`src/rtl/core/tcsm_pkg.sv`:
```
// tcsm_pkg: shared constants, types and helpers for the touch calibration mapper.
// No dependencies; used by every file in rtl/core.
package tcsm_pkg;

	localparam int RAW_BITS_DEF = 12;
	localparam int MARGIN_W     = 10;
	localparam int SIZE_W       = 13;
	localparam int PIX_W        = 12;
	localparam int SPAN_W       = 13;
	localparam int CFG_IDX_W    = 3;
	localparam int SIZE_MAX_PIX = 4096;

	localparam logic [CFG_IDX_W-1:0] CFG_X_LOW  = 3'd0;
	localparam logic [CFG_IDX_W-1:0] CFG_X_HIGH = 3'd1;
	localparam logic [CFG_IDX_W-1:0] CFG_Y_LOW  = 3'd2;
	localparam logic [CFG_IDX_W-1:0] CFG_Y_HIGH = 3'd3;
	localparam logic [CFG_IDX_W-1:0] CFG_MARG_X = 3'd4;
	localparam logic [CFG_IDX_W-1:0] CFG_MARG_Y = 3'd5;
	localparam logic [CFG_IDX_W-1:0] CFG_WIDTH  = 3'd6;
	localparam logic [CFG_IDX_W-1:0] CFG_HEIGHT = 3'd7;

	localparam logic [MARGIN_W-1:0] MARGIN_RST = 10'd20;
	localparam logic [SIZE_W-1:0]   WIDTH_RST  = 13'd320;
	localparam logic [SIZE_W-1:0]   HEIGHT_RST = 13'd240;

	// valid bit of a pipeline slot and whether both pen-down flags were set
	typedef struct packed {
		logic vld;
		logic ok;
	} meta_t;

	// largest pixel index after clamping the size to 1..4096
	function automatic logic [PIX_W-1:0] size_m1(input logic [SIZE_W-1:0] s);
		logic [PIX_W-1:0] r;
		if (s == '0) begin
			r = '0;
		end else if (s > SIZE_W'(SIZE_MAX_PIX)) begin
			r = '1;
		end else begin
			r = PIX_W'(s - SIZE_W'(1));
		end
		return r;
	endfunction

endpackage

```
`src/rtl/core/tcsm_front.sv`:
```
// tcsm_front: per-axis front end: offset, product with span, magnitude and sign.
// Depends on tcsm_pkg. Three register stages.
module tcsm_front #(
	parameter int RAW_BITS = tcsm_pkg::RAW_BITS_DEF,
	parameter int NW       = RAW_BITS + 12
) (
	input  logic                           clk,
	input  logic                           arst_n,
	input  logic                           en,
	input  tcsm_pkg::meta_t                meta_in,
	input  logic [RAW_BITS-1:0]            raw,
	input  logic [RAW_BITS-1:0]            low,
	input  logic [RAW_BITS-1:0]            high,
	input  logic [tcsm_pkg::MARGIN_W-1:0]  margin,
	input  logic [tcsm_pkg::PIX_W-1:0]     szm1,
	output tcsm_pkg::meta_t                meta_out,
	output logic [NW-1:0]                  num_mag,
	output logic                           num_neg
);

	localparam int DW = RAW_BITS + 1;
	localparam int PW = DW + tcsm_pkg::SPAN_W;

	tcsm_pkg::meta_t                    meta_s1, meta_s2, meta_s3;
	logic signed [DW-1:0]               diff_s1;
	logic signed [tcsm_pkg::SPAN_W-1:0] span_s1;
	logic signed [PW-1:0]               prod_s2;
	logic [NW-1:0]                      mag_s3;
	logic                               neg_s3;
	logic signed [DW-1:0]               diff_c;
	logic signed [tcsm_pkg::SPAN_W-1:0] span_c;
	logic signed [PW-1:0]               abs_c;

	assign diff_c = $signed({1'b0, raw}) - $signed({1'b0, low});
	assign span_c = $signed({1'b0, szm1}) - $signed({2'b00, margin, 1'b0});
	assign abs_c  = prod_s2[PW-1] ? -prod_s2 : prod_s2;

	always_ff @(posedge clk or negedge arst_n) begin
		if (!arst_n) begin
			meta_s1 <= '0;
			meta_s2 <= '0;
			meta_s3 <= '0;
		end else if (en) begin
			meta_s1 <= meta_in;
			meta_s2 <= meta_s1;
			meta_s3 <= meta_s2;
		end
	end

	always_ff @(posedge clk) begin
		if (en) begin
			diff_s1 <= diff_c;
			span_s1 <= span_c;
			prod_s2 <= PW'(diff_s1) * PW'(span_s1);
			mag_s3  <= abs_c[NW-1:0];
			neg_s3  <= prod_s2[PW-1] ^ (high < low);
		end
	end

	assign meta_out = meta_s3;
	assign num_mag  = mag_s3;
	assign num_neg  = neg_s3;

endmodule

```
`src/rtl/core/tcsm_div.sv`:
```
// tcsm_div: pipelined restoring divider of magnitudes, one quotient bit per stage.
// Depends on tcsm_pkg.
module tcsm_div #(
	parameter int NW = 24,
	parameter int DW = 12
) (
	input  logic            clk,
	input  logic            arst_n,
	input  logic            en,
	input  tcsm_pkg::meta_t meta_in,
	input  logic            neg_in,
	input  logic [NW-1:0]   n_in,
	input  logic [DW-1:0]   d,
	output tcsm_pkg::meta_t meta_out,
	output logic            neg_out,
	output logic [NW-1:0]   q_out
);

	tcsm_pkg::meta_t meta_s [1:NW];
	logic            neg_s  [1:NW];
	logic [DW-1:0]   rem_s  [1:NW];
	logic [NW-1:0]   nq_s   [1:NW];

	for (genvar k = 0; k < NW; k++) begin : g_stage
		tcsm_pkg::meta_t meta_p;
		logic            neg_p;
		logic [DW-1:0]   rem_p;
		logic [NW-1:0]   nq_p;
		logic [DW:0]     trial;
		logic            take;
		logic [DW-1:0]   rem_n;

		if (k == 0) begin : g_head
			assign meta_p = meta_in;
			assign neg_p  = neg_in;
			assign rem_p  = '0;
			assign nq_p   = n_in;
		end else begin : g_body
			assign meta_p = meta_s[k];
			assign neg_p  = neg_s[k];
			assign rem_p  = rem_s[k];
			assign nq_p   = nq_s[k];
		end

		always_comb begin
			trial = {rem_p, nq_p[NW-1]};
			take  = trial >= {1'b0, d};
			rem_n = take ? DW'(trial - {1'b0, d}) : trial[DW-1:0];
		end

		always_ff @(posedge clk or negedge arst_n) begin
			if (!arst_n) begin
				meta_s[k+1] <= '0;
			end else if (en) begin
				meta_s[k+1] <= meta_p;
			end
		end

		always_ff @(posedge clk) begin
			if (en) begin
				neg_s[k+1] <= neg_p;
				rem_s[k+1] <= rem_n;
				nq_s[k+1]  <= {nq_p[NW-2:0], take};
			end
		end
	end

	assign meta_out = meta_s[NW];
	assign neg_out  = neg_s[NW];
	assign q_out    = nq_s[NW];

endmodule

```
`src/rtl/core/tcsm_back.sv`:
```
// tcsm_back: per-axis back end: signed quotient, margin offset, clamp to the screen.
// Depends on tcsm_pkg. Two register stages; the second is the output register.
module tcsm_back #(
	parameter int NW = 24
) (
	input  logic                          clk,
	input  logic                          arst_n,
	input  logic                          en,
	input  tcsm_pkg::meta_t               meta_in,
	input  logic                          neg_in,
	input  logic [NW-1:0]                 q_in,
	input  logic                          den_zero,
	input  logic [tcsm_pkg::MARGIN_W-1:0] margin,
	input  logic [tcsm_pkg::PIX_W-1:0]    szm1,
	output tcsm_pkg::meta_t               meta_out,
	output logic [tcsm_pkg::PIX_W-1:0]    pix
);

	localparam int VW = NW + 2;

	tcsm_pkg::meta_t             meta_s1, meta_s2;
	logic signed [NW:0]          qs_s1;
	logic [tcsm_pkg::PIX_W-1:0]  pix_s2;
	logic signed [VW-1:0]        v_c;
	logic [tcsm_pkg::PIX_W-1:0]  pix_c;

	always_comb begin
		v_c = VW'(qs_s1) + $signed(VW'({1'b0, margin}));
		if (!meta_s1.ok || den_zero || v_c < 0) begin
			pix_c = '0;
		end else if (v_c > $signed(VW'({1'b0, szm1}))) begin
			pix_c = szm1;
		end else begin
			pix_c = v_c[tcsm_pkg::PIX_W-1:0];
		end
	end

	always_ff @(posedge clk or negedge arst_n) begin
		if (!arst_n) begin
			meta_s1 <= '0;
			meta_s2 <= '0;
		end else if (en) begin
			meta_s1 <= meta_in;
			meta_s2 <= meta_s1;
		end
	end

	always_ff @(posedge clk) begin
		if (en) begin
			qs_s1  <= neg_in ? -$signed({1'b0, q_in}) : $signed({1'b0, q_in});
			pix_s2 <= pix_c;
		end
	end

	assign meta_out = meta_s2;
	assign pix      = pix_s2;

endmodule

```
`src/rtl/core/touch_calibrated_screen_map_top.sv`:
```
// touch_calibrated_screen_map_top: configuration registers and two axis pipelines.
// Depends on tcsm_pkg, tcsm_front, tcsm_div, tcsm_back.
//
//  channel  handshake            payload
//  in       in_valid/in_ready    pen_down_before, raw_x, raw_y, pen_down_after
//  out      out_valid/out_ready  valid_res, screen_x, screen_y
//  cfg      cfg_we               cfg_addr, cfg_wdata
//
// One request enters per cycle while out is not stalled; the pipeline has 3 front stages,
// RAW_BITS + 12 divider stages (one quotient bit each) and 2 back stages.
// arst_n clears all valid bits and loads the register reset values.
// A stall on out holds the whole pipeline; in_ready is low only while the output
// register holds an untaken result.
module touch_calibrated_screen_map_top #(
	parameter int RAW_BITS = tcsm_pkg::RAW_BITS_DEF
) (
	input  logic                                        clk,
	input  logic                                        arst_n,
	input  logic                                        in_valid,
	output logic                                        in_ready,
	input  logic                                        pen_down_before,
	input  logic [RAW_BITS-1:0]                         raw_x,
	input  logic [RAW_BITS-1:0]                         raw_y,
	input  logic                                        pen_down_after,
	output logic                                        out_valid,
	input  logic                                        out_ready,
	output logic                                        valid_res,
	output logic [tcsm_pkg::PIX_W-1:0]                  screen_x,
	output logic [tcsm_pkg::PIX_W-1:0]                  screen_y,
	input  logic                                        cfg_we,
	input  logic [tcsm_pkg::CFG_IDX_W-1:0]              cfg_addr,
	input  logic [(RAW_BITS > tcsm_pkg::SIZE_W ? RAW_BITS : tcsm_pkg::SIZE_W)-1:0] cfg_wdata
);

	localparam int NW = RAW_BITS + 12;
	localparam logic [RAW_BITS-1:0] CAL_HI_RST = RAW_BITS'(4095);

	logic [RAW_BITS-1:0]           x_low_q, x_high_q, y_low_q, y_high_q;
	logic [tcsm_pkg::MARGIN_W-1:0] marg_x_q, marg_y_q;
	logic [tcsm_pkg::SIZE_W-1:0]   width_q, height_q;
	logic [tcsm_pkg::PIX_W-1:0]    szm1_x, szm1_y;
	logic [RAW_BITS-1:0]           den_x, den_y;
	logic                          en;
	tcsm_pkg::meta_t               meta_in;
	tcsm_pkg::meta_t               mf_x, mf_y, md_x, md_y, mb_x, mb_y;
	logic [NW-1:0]                 nm_x, nm_y, q_x, q_y;
	logic                          ng_x, ng_y, nd_x, nd_y;

	always_ff @(posedge clk or negedge arst_n) begin
		if (!arst_n) begin
			x_low_q  <= '0;
			x_high_q <= CAL_HI_RST;
			y_low_q  <= '0;
			y_high_q <= CAL_HI_RST;
			marg_x_q <= tcsm_pkg::MARGIN_RST;
			marg_y_q <= tcsm_pkg::MARGIN_RST;
			width_q  <= tcsm_pkg::WIDTH_RST;
			height_q <= tcsm_pkg::HEIGHT_RST;
		end else if (cfg_we) begin
			unique case (cfg_addr)
				tcsm_pkg::CFG_X_LOW:  x_low_q  <= cfg_wdata[RAW_BITS-1:0];
				tcsm_pkg::CFG_X_HIGH: x_high_q <= cfg_wdata[RAW_BITS-1:0];
				tcsm_pkg::CFG_Y_LOW:  y_low_q  <= cfg_wdata[RAW_BITS-1:0];
				tcsm_pkg::CFG_Y_HIGH: y_high_q <= cfg_wdata[RAW_BITS-1:0];
				tcsm_pkg::CFG_MARG_X: marg_x_q <= cfg_wdata[tcsm_pkg::MARGIN_W-1:0];
				tcsm_pkg::CFG_MARG_Y: marg_y_q <= cfg_wdata[tcsm_pkg::MARGIN_W-1:0];
				tcsm_pkg::CFG_WIDTH:  width_q  <= cfg_wdata[tcsm_pkg::SIZE_W-1:0];
				tcsm_pkg::CFG_HEIGHT: height_q <= cfg_wdata[tcsm_pkg::SIZE_W-1:0];
				default: ;
			endcase
		end
	end

	assign szm1_x = tcsm_pkg::size_m1(width_q);
	assign szm1_y = tcsm_pkg::size_m1(height_q);
	assign den_x  = (x_high_q >= x_low_q) ? x_high_q - x_low_q : x_low_q - x_high_q;
	assign den_y  = (y_high_q >= y_low_q) ? y_high_q - y_low_q : y_low_q - y_high_q;

	assign en       = !out_valid || out_ready;
	assign in_ready = en;
	assign meta_in  = '{vld: in_valid, ok: pen_down_before && pen_down_after};

	tcsm_front #(.RAW_BITS(RAW_BITS), .NW(NW)) u_front_x (
		.clk(clk), .arst_n(arst_n), .en(en), .meta_in(meta_in), .raw(raw_x),
		.low(x_low_q), .high(x_high_q), .margin(marg_x_q), .szm1(szm1_x),
		.meta_out(mf_x), .num_mag(nm_x), .num_neg(ng_x)
	);

	tcsm_front #(.RAW_BITS(RAW_BITS), .NW(NW)) u_front_y (
		.clk(clk), .arst_n(arst_n), .en(en), .meta_in(meta_in), .raw(raw_y),
		.low(y_low_q), .high(y_high_q), .margin(marg_y_q), .szm1(szm1_y),
		.meta_out(mf_y), .num_mag(nm_y), .num_neg(ng_y)
	);

	tcsm_div #(.NW(NW), .DW(RAW_BITS)) u_div_x (
		.clk(clk), .arst_n(arst_n), .en(en), .meta_in(mf_x), .neg_in(ng_x),
		.n_in(nm_x), .d(den_x), .meta_out(md_x), .neg_out(nd_x), .q_out(q_x)
	);

	tcsm_div #(.NW(NW), .DW(RAW_BITS)) u_div_y (
		.clk(clk), .arst_n(arst_n), .en(en), .meta_in(mf_y), .neg_in(ng_y),
		.n_in(nm_y), .d(den_y), .meta_out(md_y), .neg_out(nd_y), .q_out(q_y)
	);

	tcsm_back #(.NW(NW)) u_back_x (
		.clk(clk), .arst_n(arst_n), .en(en), .meta_in(md_x), .neg_in(nd_x),
		.q_in(q_x), .den_zero(den_x == '0), .margin(marg_x_q), .szm1(szm1_x),
		.meta_out(mb_x), .pix(screen_x)
	);

	tcsm_back #(.NW(NW)) u_back_y (
		.clk(clk), .arst_n(arst_n), .en(en), .meta_in(md_y), .neg_in(nd_y),
		.q_in(q_y), .den_zero(den_y == '0), .margin(marg_y_q), .szm1(szm1_y),
		.meta_out(mb_y), .pix(screen_y)
	);

	assign out_valid = mb_x.vld;
	assign valid_res = mb_x.ok;

	// both axis pipelines must stay in lockstep
	a_lockstep: assert property (@(posedge clk) disable iff (!arst_n)
		mb_x == mb_y && md_x == md_y && mf_x == mf_y)
		else $error("axis pipelines out of step");

	a_invalid_zero: assert property (@(posedge clk) disable iff (!arst_n)
		out_valid && !valid_res |-> screen_x == '0 && screen_y == '0)
		else $error("invalid sample with nonzero coordinates");

	a_in_screen: assert property (@(posedge clk) disable iff (!arst_n)
		out_valid |-> screen_x <= szm1_x && screen_y <= szm1_y)
		else $error("coordinate beyond screen");

endmodule
```
`config.mk`:
```
export PLATFORM = sky130hd
export DESIGN_NAME = touch_calibrated_screen_map_top
export DESIGN_NICKNAME = d
export VERILOG_FILES = /design/src/rtl/core/tcsm_pkg.sv /design/src/rtl/core/tcsm_front.sv /design/src/rtl/core/tcsm_div.sv /design/src/rtl/core/tcsm_back.sv /design/src/rtl/core/touch_calibrated_screen_map_top.sv
export SDC_FILE = /design/constraint.sdc
export NUM_CORES = 2
export LEC_CHECK = 0
export BUFFER_PORTS_ARGS = -buffer_cell sky130_fd_sc_hd__buf_2
export CORE_ASPECT_RATIO = 0.7
export CORE_MARGIN = 2
export CORE_UTILIZATION = 64
export CTS_CLUSTER_DIAMETER = 40
export DETAILED_ROUTE_END_ITERATION = 6
export PLACE_DENSITY = 0.85
export SLEW_MARGIN = 20
export SYNTH_ARGS = -nofsm -noshare
export SYNTH_HDL_FRONTEND = slang
export SYNTH_SLANG_ARGS = --single-unit
export TNS_END_PERCENT = 30
```
`constraint.sdc`:
```
create_clock -name clk -period 72.7 [get_ports clk]
set_input_delay 7.27 -clock clk [delete_from_list [all_inputs] [get_ports clk]]
set_output_delay 7.27 -clock clk [all_outputs]
set_load 0.05 [all_outputs]
```
# Word-level counts from Yosys, hierarchy flattened
# Memories as Yosys holds them, arrays and structs flattened.
# Cells that the tools add are included.
[word_totals] memories=6 out_inout_bits=27 register_bits=380 elab_cells=304 in_bits=47 mem_bits_rw=1776
[memory_table] memory="u_div_x.nq_s" depth=24 word_bits=24 read_ports=24 rd_ports_with_merged_regs=0 write_ports=24 line="tcsm_div.sv:22" rtl="logic [NW-1:0] nq_s [1:NW];"
[memory_table] memory="u_div_y.nq_s" depth=24 word_bits=24 read_ports=24 rd_ports_with_merged_regs=0 write_ports=24 line="tcsm_div.sv:22"
[memory_table] memory="u_div_x.rem_s" depth=24 word_bits=12 read_ports=23 rd_ports_with_merged_regs=0 write_ports=24 line="tcsm_div.sv:21" rtl="logic [DW-1:0] rem_s [1:NW];"
[memory_table] memory="u_div_y.rem_s" depth=24 word_bits=12 read_ports=23 rd_ports_with_merged_regs=0 write_ports=24 line="tcsm_div.sv:21"
[memory_table] memory="u_div_x.neg_s" depth=24 word_bits=1 read_ports=24 rd_ports_with_merged_regs=0 write_ports=24 line="tcsm_div.sv:20" rtl="logic neg_s [1:NW];"
[memory_table] memory="u_div_y.neg_s" depth=24 word_bits=1 read_ports=24 rd_ports_with_merged_regs=0 write_ports=24 line="tcsm_div.sv:20"
[op_classes] reduce_logical=21 n_eq_ne=7 n_bitwise=2 magnitude_cmp=58 n_mux=62 addsub=64 mul=2
[ops] op="two-way mux 12 bit" count=56
[ops] op="subtractor 12 bit" count=50
[ops] op="greater-or-equal comparator 13 x 12 -> 1 bit" count=46
[ops] op="two-way mux 24 bit" count=4
[ops] op="adder 25 x 11 -> 26 bit" count=2
[ops] op="> comparator 26 x 13 -> 1 bit" count=2
[ops] op="less-than comparator 26 x 1 -> 1 bit (second input constant)" count=2
[ops] op="multiplier 13 x 13 -> 26 bit" count=2
[ops] op="negation 24 -> 25 bit" count=2
[ops] op="negation 24 bit" count=2
[ops] op="> comparator 13 bit (second input constant)" count=2
[ops] op="logical NOT 13 bit" count=2
[ops] op="subtractor 12 x 11 -> 13 bit" count=2
[ops] op="subtractor 12 x 12 -> 13 bit" count=2
[ops] op="greater-or-equal comparator 1 x 12 -> 1 bit" count=2
[ops] op="greater-or-equal comparator 12 bit" count=2
[ops] op="logical NOT 12 bit" count=2
[ops] op="less-than comparator 12 bit" count=2
[ops] op="subtractor 1 x 12 -> 12 bit" count=2
[ops] op="subtractor 12 x 1 -> 12 bit (second input constant)" count=2
[ops] op="AND reduction 2 bit" count=8
[ops] op="equality test 3 bit (second input constant)" count=4
[ops] op="equality test 3 x 2 -> 1 bit (second input constant)" count=2
[ops] op="logical OR 1 bit" count=5
[ops] op="6 further kinds" count=9

# Logic depth before layout (Yosys ltp)
[logic_depth] word_depth=5 mapped_depth=25 mapped_depth_nobuf=24

# Cells and area by module
# From an unflattened synthesis, not the netlist that was laid out.
[hier_totals] hier_cells=9542 area_unflattened_um2=121222.5
[modules_own_cells] module="tcsm_div (u_div_y)" seq_area_each_um2=27506.4 area_per_inst_um2=43780.7 cells_each=3068 n_inst=1
[modules_own_cells] module="tcsm_div (u_div_x)" seq_area_each_um2=27506.4 area_per_inst_um2=43287.8 cells_each=3040 n_inst=1
[modules_own_cells] module="tcsm_front (u_front_x)" seq_area_each_um2=2432.3 area_per_inst_um2=10672.7 cells_each=1057 n_inst=1
[modules_own_cells] module="tcsm_front (u_front_y)" seq_area_each_um2=2432.3 area_per_inst_um2=10622.7 cells_each=1039 n_inst=1
[modules_own_cells] module="touch_calibrated_screen_map_top" seq_area_each_um2=2394.8 area_per_inst_um2=6620.1 cells_each=706 n_inst=1
[modules_own_cells] module="tcsm_back" seq_area_each_um2=1211.2 area_per_inst_um2=3119.2 cells_each=316 n_inst=2

# Worst setup path after synthesis
# OpenSTA, ideal clock, no wires.
[synth_path] kind="input port to output port" start="in out_ready" end="out in_ready" required_ns=65.430 path_buffers=2 path_slack_ns=4.202 stages=3 t_arrival_ns=61.228 cell_sequence="nand2b_1 clkbuf_1 clkbuf_1"
[synth_between] elab_chain_cells=1
[synth_lines] item="start, declared" line="touch_calibrated_screen_map_top.sv:26" rtl="input logic out_ready,"
[synth_lines] item="logical OR 1 bit" line="touch_calibrated_screen_map_top.sv:79" rtl="assign en = !out_valid || out_ready;"
[synth_lines] item="end, declared" line="touch_calibrated_screen_map_top.sv:20" rtl="output logic in_ready,"
# No other way between the ends.

# Worst setup path in the final report
# Same ends and word-level chain as after synthesis.

==> impl_metrics.env <==
export IMPL_hp_class="reg -> reg"
export IMPL_clk_pin_slew_ns=0.07
export IMPL_drc_errors=0
export IMPL_drive_above_1_share_pct=12.73
export IMPL_hold_slack_ns=0.3997
export IMPL_grt_pass1_wl_um=393400
export IMPL_synth_cell_types=94
export IMPL_io_buffers=73
export IMPL_syn_inst=8792
export IMPL_cts_root_buffer="clkbuf_16"
export IMPL_synth_seq_area_share_pct=55.18
export IMPL_cts_sinks=2130
export IMPL_synth_edff_count=1978
export IMPL_placed_cells=11150
export IMPL_core_sq_mm=0.1772
export IMPL_grt_pass1_vias=71120
export IMPL_critPathKind="in -> out"
export IMPL_hold_buffers=0
export IMPL_dpl_hpwl_um=171900
export IMPL_fin_worst_skew_ns=0.03622
export IMPL_slew_violations=0
export IMPL_drt_pass1_iterations=6
export IMPL_cts_resized=0
export IMPL_required_ns=65.43
export IMPL_synth_area_sq_mm=0.1146
export IMPL_period_share_pct=21.57
export IMPL_fin_cells=11570
export IMPL_cpMostUsedCell="buf_2"
export IMPL_area_delta_synth_final_pct=9.455
export IMPL_antenna_left=0
export IMPL_die_area_sq_mm=0.1825
export IMPL_vias=71030
export IMPL_yosysWarningCount=0
export IMPL_rsz0062_at_grt="no"
export IMPL_grt_overflow_total=0
export IMPL_finalWirelength_um=250800
export IMPL_die_h_um=358.1
export IMPL_cpMaxStageDelayCell="nand2b_4"
export IMPL_placementRows=129
export IMPL_start_util_pct=64.67
export IMPL_ioPinCount=74
export IMPL_synthArstFlopShare_pct=7.136
export IMPL_finalHoldViolCount=0
export IMPL_endpoint_kind="output port"
export IMPL_synth_flop_cell="edfxtp_1"
export IMPL_fillCellCount=11100
export IMPL_insertion_delay_ns=0.85
export IMPL_htree_levels=4
export IMPL_syn_area_per_cell_sq_um=13.04
export IMPL_drt_first_iter_violations=7539
export IMPL_synth_nets=10050
export IMPL_clk_path_buf_depth=3
export IMPL_gr_usage_all_layers_pct=27.67
export IMPL_numCtsBuffers=213
export IMPL_outcome="completed"
export IMPL_max_freq_ghz=0.06377
export IMPL_path_cells="buf_2, nand2b_4, buf_2"
export IMPL_antenna_found_initial=26
export IMPL_nets=10260
export IMPL_postCtsSetupBuffers=0
export IMPL_grt_max_degree=178
export IMPL_slowest_delay_ns=0.53
export IMPL_tns_ns=0
export IMPL_setup_viol=0
export IMPL_min_period_ns=15.68
export IMPL_cts_tree="built"
export IMPL_tightest_slew_ns=1.145
export IMPL_wl_per_cell_um=21.69
export IMPL_globalplace_congestion=0.9182
export IMPL_synth_seq_cells=2130
export IMPL_fp_dieW_um=509.8
export IMPL_slew_limit_headroom_pct=23.41
export IMPL_worstPathMaxFanout=42
export IMPL_maxCapViolations=0
export IMPL_cp_start_kind="input pin"
export IMPL_cp_arrival_ns=8.41
export IMPL_routed_via_density=6.142
## metrics by stage
step / instance area [sq um] / setup slack (ns) / util, %
after floorplan: 114600 / 4.202 / -
after global placement: 118100 / 56.92 / 66.62
after detailed placement: 118100 / 56.91 / 66.62
after CTS: 125300 / 56.90 / 70.73
after global routing: 125400 / 56.87 / 70.78
final: 125500 / 57.02 / 70.79
## cells in the mapped netlist (84+ instances only)
library cell,instances,area share (%)
nand2_1,659,2.2
and2_1,163,0.89
nor3_1,162,0.71
fa_1,378,6.6
mux2_2,519,5.1
nor2b_1,112,0.61
clkbuf_1,96,0.31
a21oi_1,394,1.7
dfrtp_1,118,2.6
xor2_1,147,1.1
nand4_1,84,0.46
inv_1,792,2.6
a21o_1,116,0.76
xnor2_1,416,3.2
edfxtp_1,1978,52
nor2_1,447,1.5
ha_1,830,9.1
o21ai_0,377,1.6
## area by class of cell
type	count	area [sq um]	share of cell area, %
clock buffers	245	5514	4.395
inverters	794	2980	2.376
multi-input cells	5709	47940	38.21
clock inverters	160	1778	1.417
diodes	14	35.03	0.02793
well taps	2358	2950	2.352
repair buffers	155	1012	0.8069
flip-flops and latches	2130	63240	50.41
## flip-flops by register name, summed over array words and instances (netlist names), 13 cells and up
name,count
u_back_x.qs_s1,25
width_q,13
u_div_y.nq_s,576
u_div_y.neg_s,24
u_front_x.num_mag,24
u_div_x.g_stage.meta_p,36
u_div_y.rem_s,276
u_front_y.num_mag,24
u_front_x.prod_s2,25
u_front_y.prod_s2,25
u_front_x.diff_s1,13
u_div_x.neg_s,24
height_q,13
u_back_y.qs_s1,25
u_front_x.span_s1,13
u_front_y.span_s1,13
u_div_x.nq_s,576
u_front_y.diff_s1,13
u_div_x.rem_s,276
## worst max-delay path, delay by kind of cell
| kind | cells | cell delay [ns] |
|---|---|---|
| and+or+nand+nor | 1 | 0.53 |
| buffers and inverters | 2 | 0.56 |
## per-layer routing
layer	share of wire, %	GRT usage, %
met5	0.014	0
met4	3.2	9.270
met3	10	6.075
met2	44	41.69
met1	42	40.24
## path summary, 6_finish.rpt
kind / start / endpoint / slack (ns) / cells after the start
setup / recovery: out_ready / in_ready / 57.02 / 3
max in group asynchronous: arst_n / y_low_q[6] / 64.73 / 2
hold / removal: u_div_x.nq_s[0][501] / u_div_x.nq_s[0][526] / 0.40 / 0
min in group asynchronous: arst_n / u_front_x.meta_s1[1] / 6.43 / 1
setup reg to reg: u_back_x.meta_out[1] / u_div_x.nq_s[0][30] / 64.55 / 9
hold reg to reg: u_div_x.nq_s[0][501] / u_div_x.nq_s[0][526] / 0.40 / 0
## cell families (layout without fill, tap and decap cells)
group	Yosys count	count (layout)	share of synthesized area [%]
DFF	2130	2130	55.18
muxes	585	585	5.684
adders and majority gates	1208	1208	15.66
xor gates and xnor gates	563	563	4.302
other	0	14	0
buffers and inverters	953	1354	3.224
and+or+nand+nor	1919	1919	7.926
AOI/OAI and AO/OA	1434	1434	8.022
## layout by cell type (no fill, tap or decap), types with 36 or more instances in the layout
cell type  instances
o41ai_1           43
fa_1             378
or3_1             38
a21o_1           116
a21oi_1          394
nand2b_1          51
o31ai_1           42
buf_2             72
xnor2_1          411
a211oi_1          41
o21ai_0          376
nand4_1           84
edfxtp_1        1978
nor2b_1          112
ha_1             830
nand2_1          659
dfrtp_1          118
inv_1            790
xor2_1           139
clkinv_1          36
mux2_2           519
buf_4             80
nor3_1           160
mux2i_1           61
clkbuf_16        216
and2_1           163
nand3_1           74
a21boi_0          72
o21bai_1          65
o21a_1            61
nor2_1           447
Power is left out: the tool's default activity adds up to more than one toggle a clock period on the data nets, which glitch-free logic cannot reach.
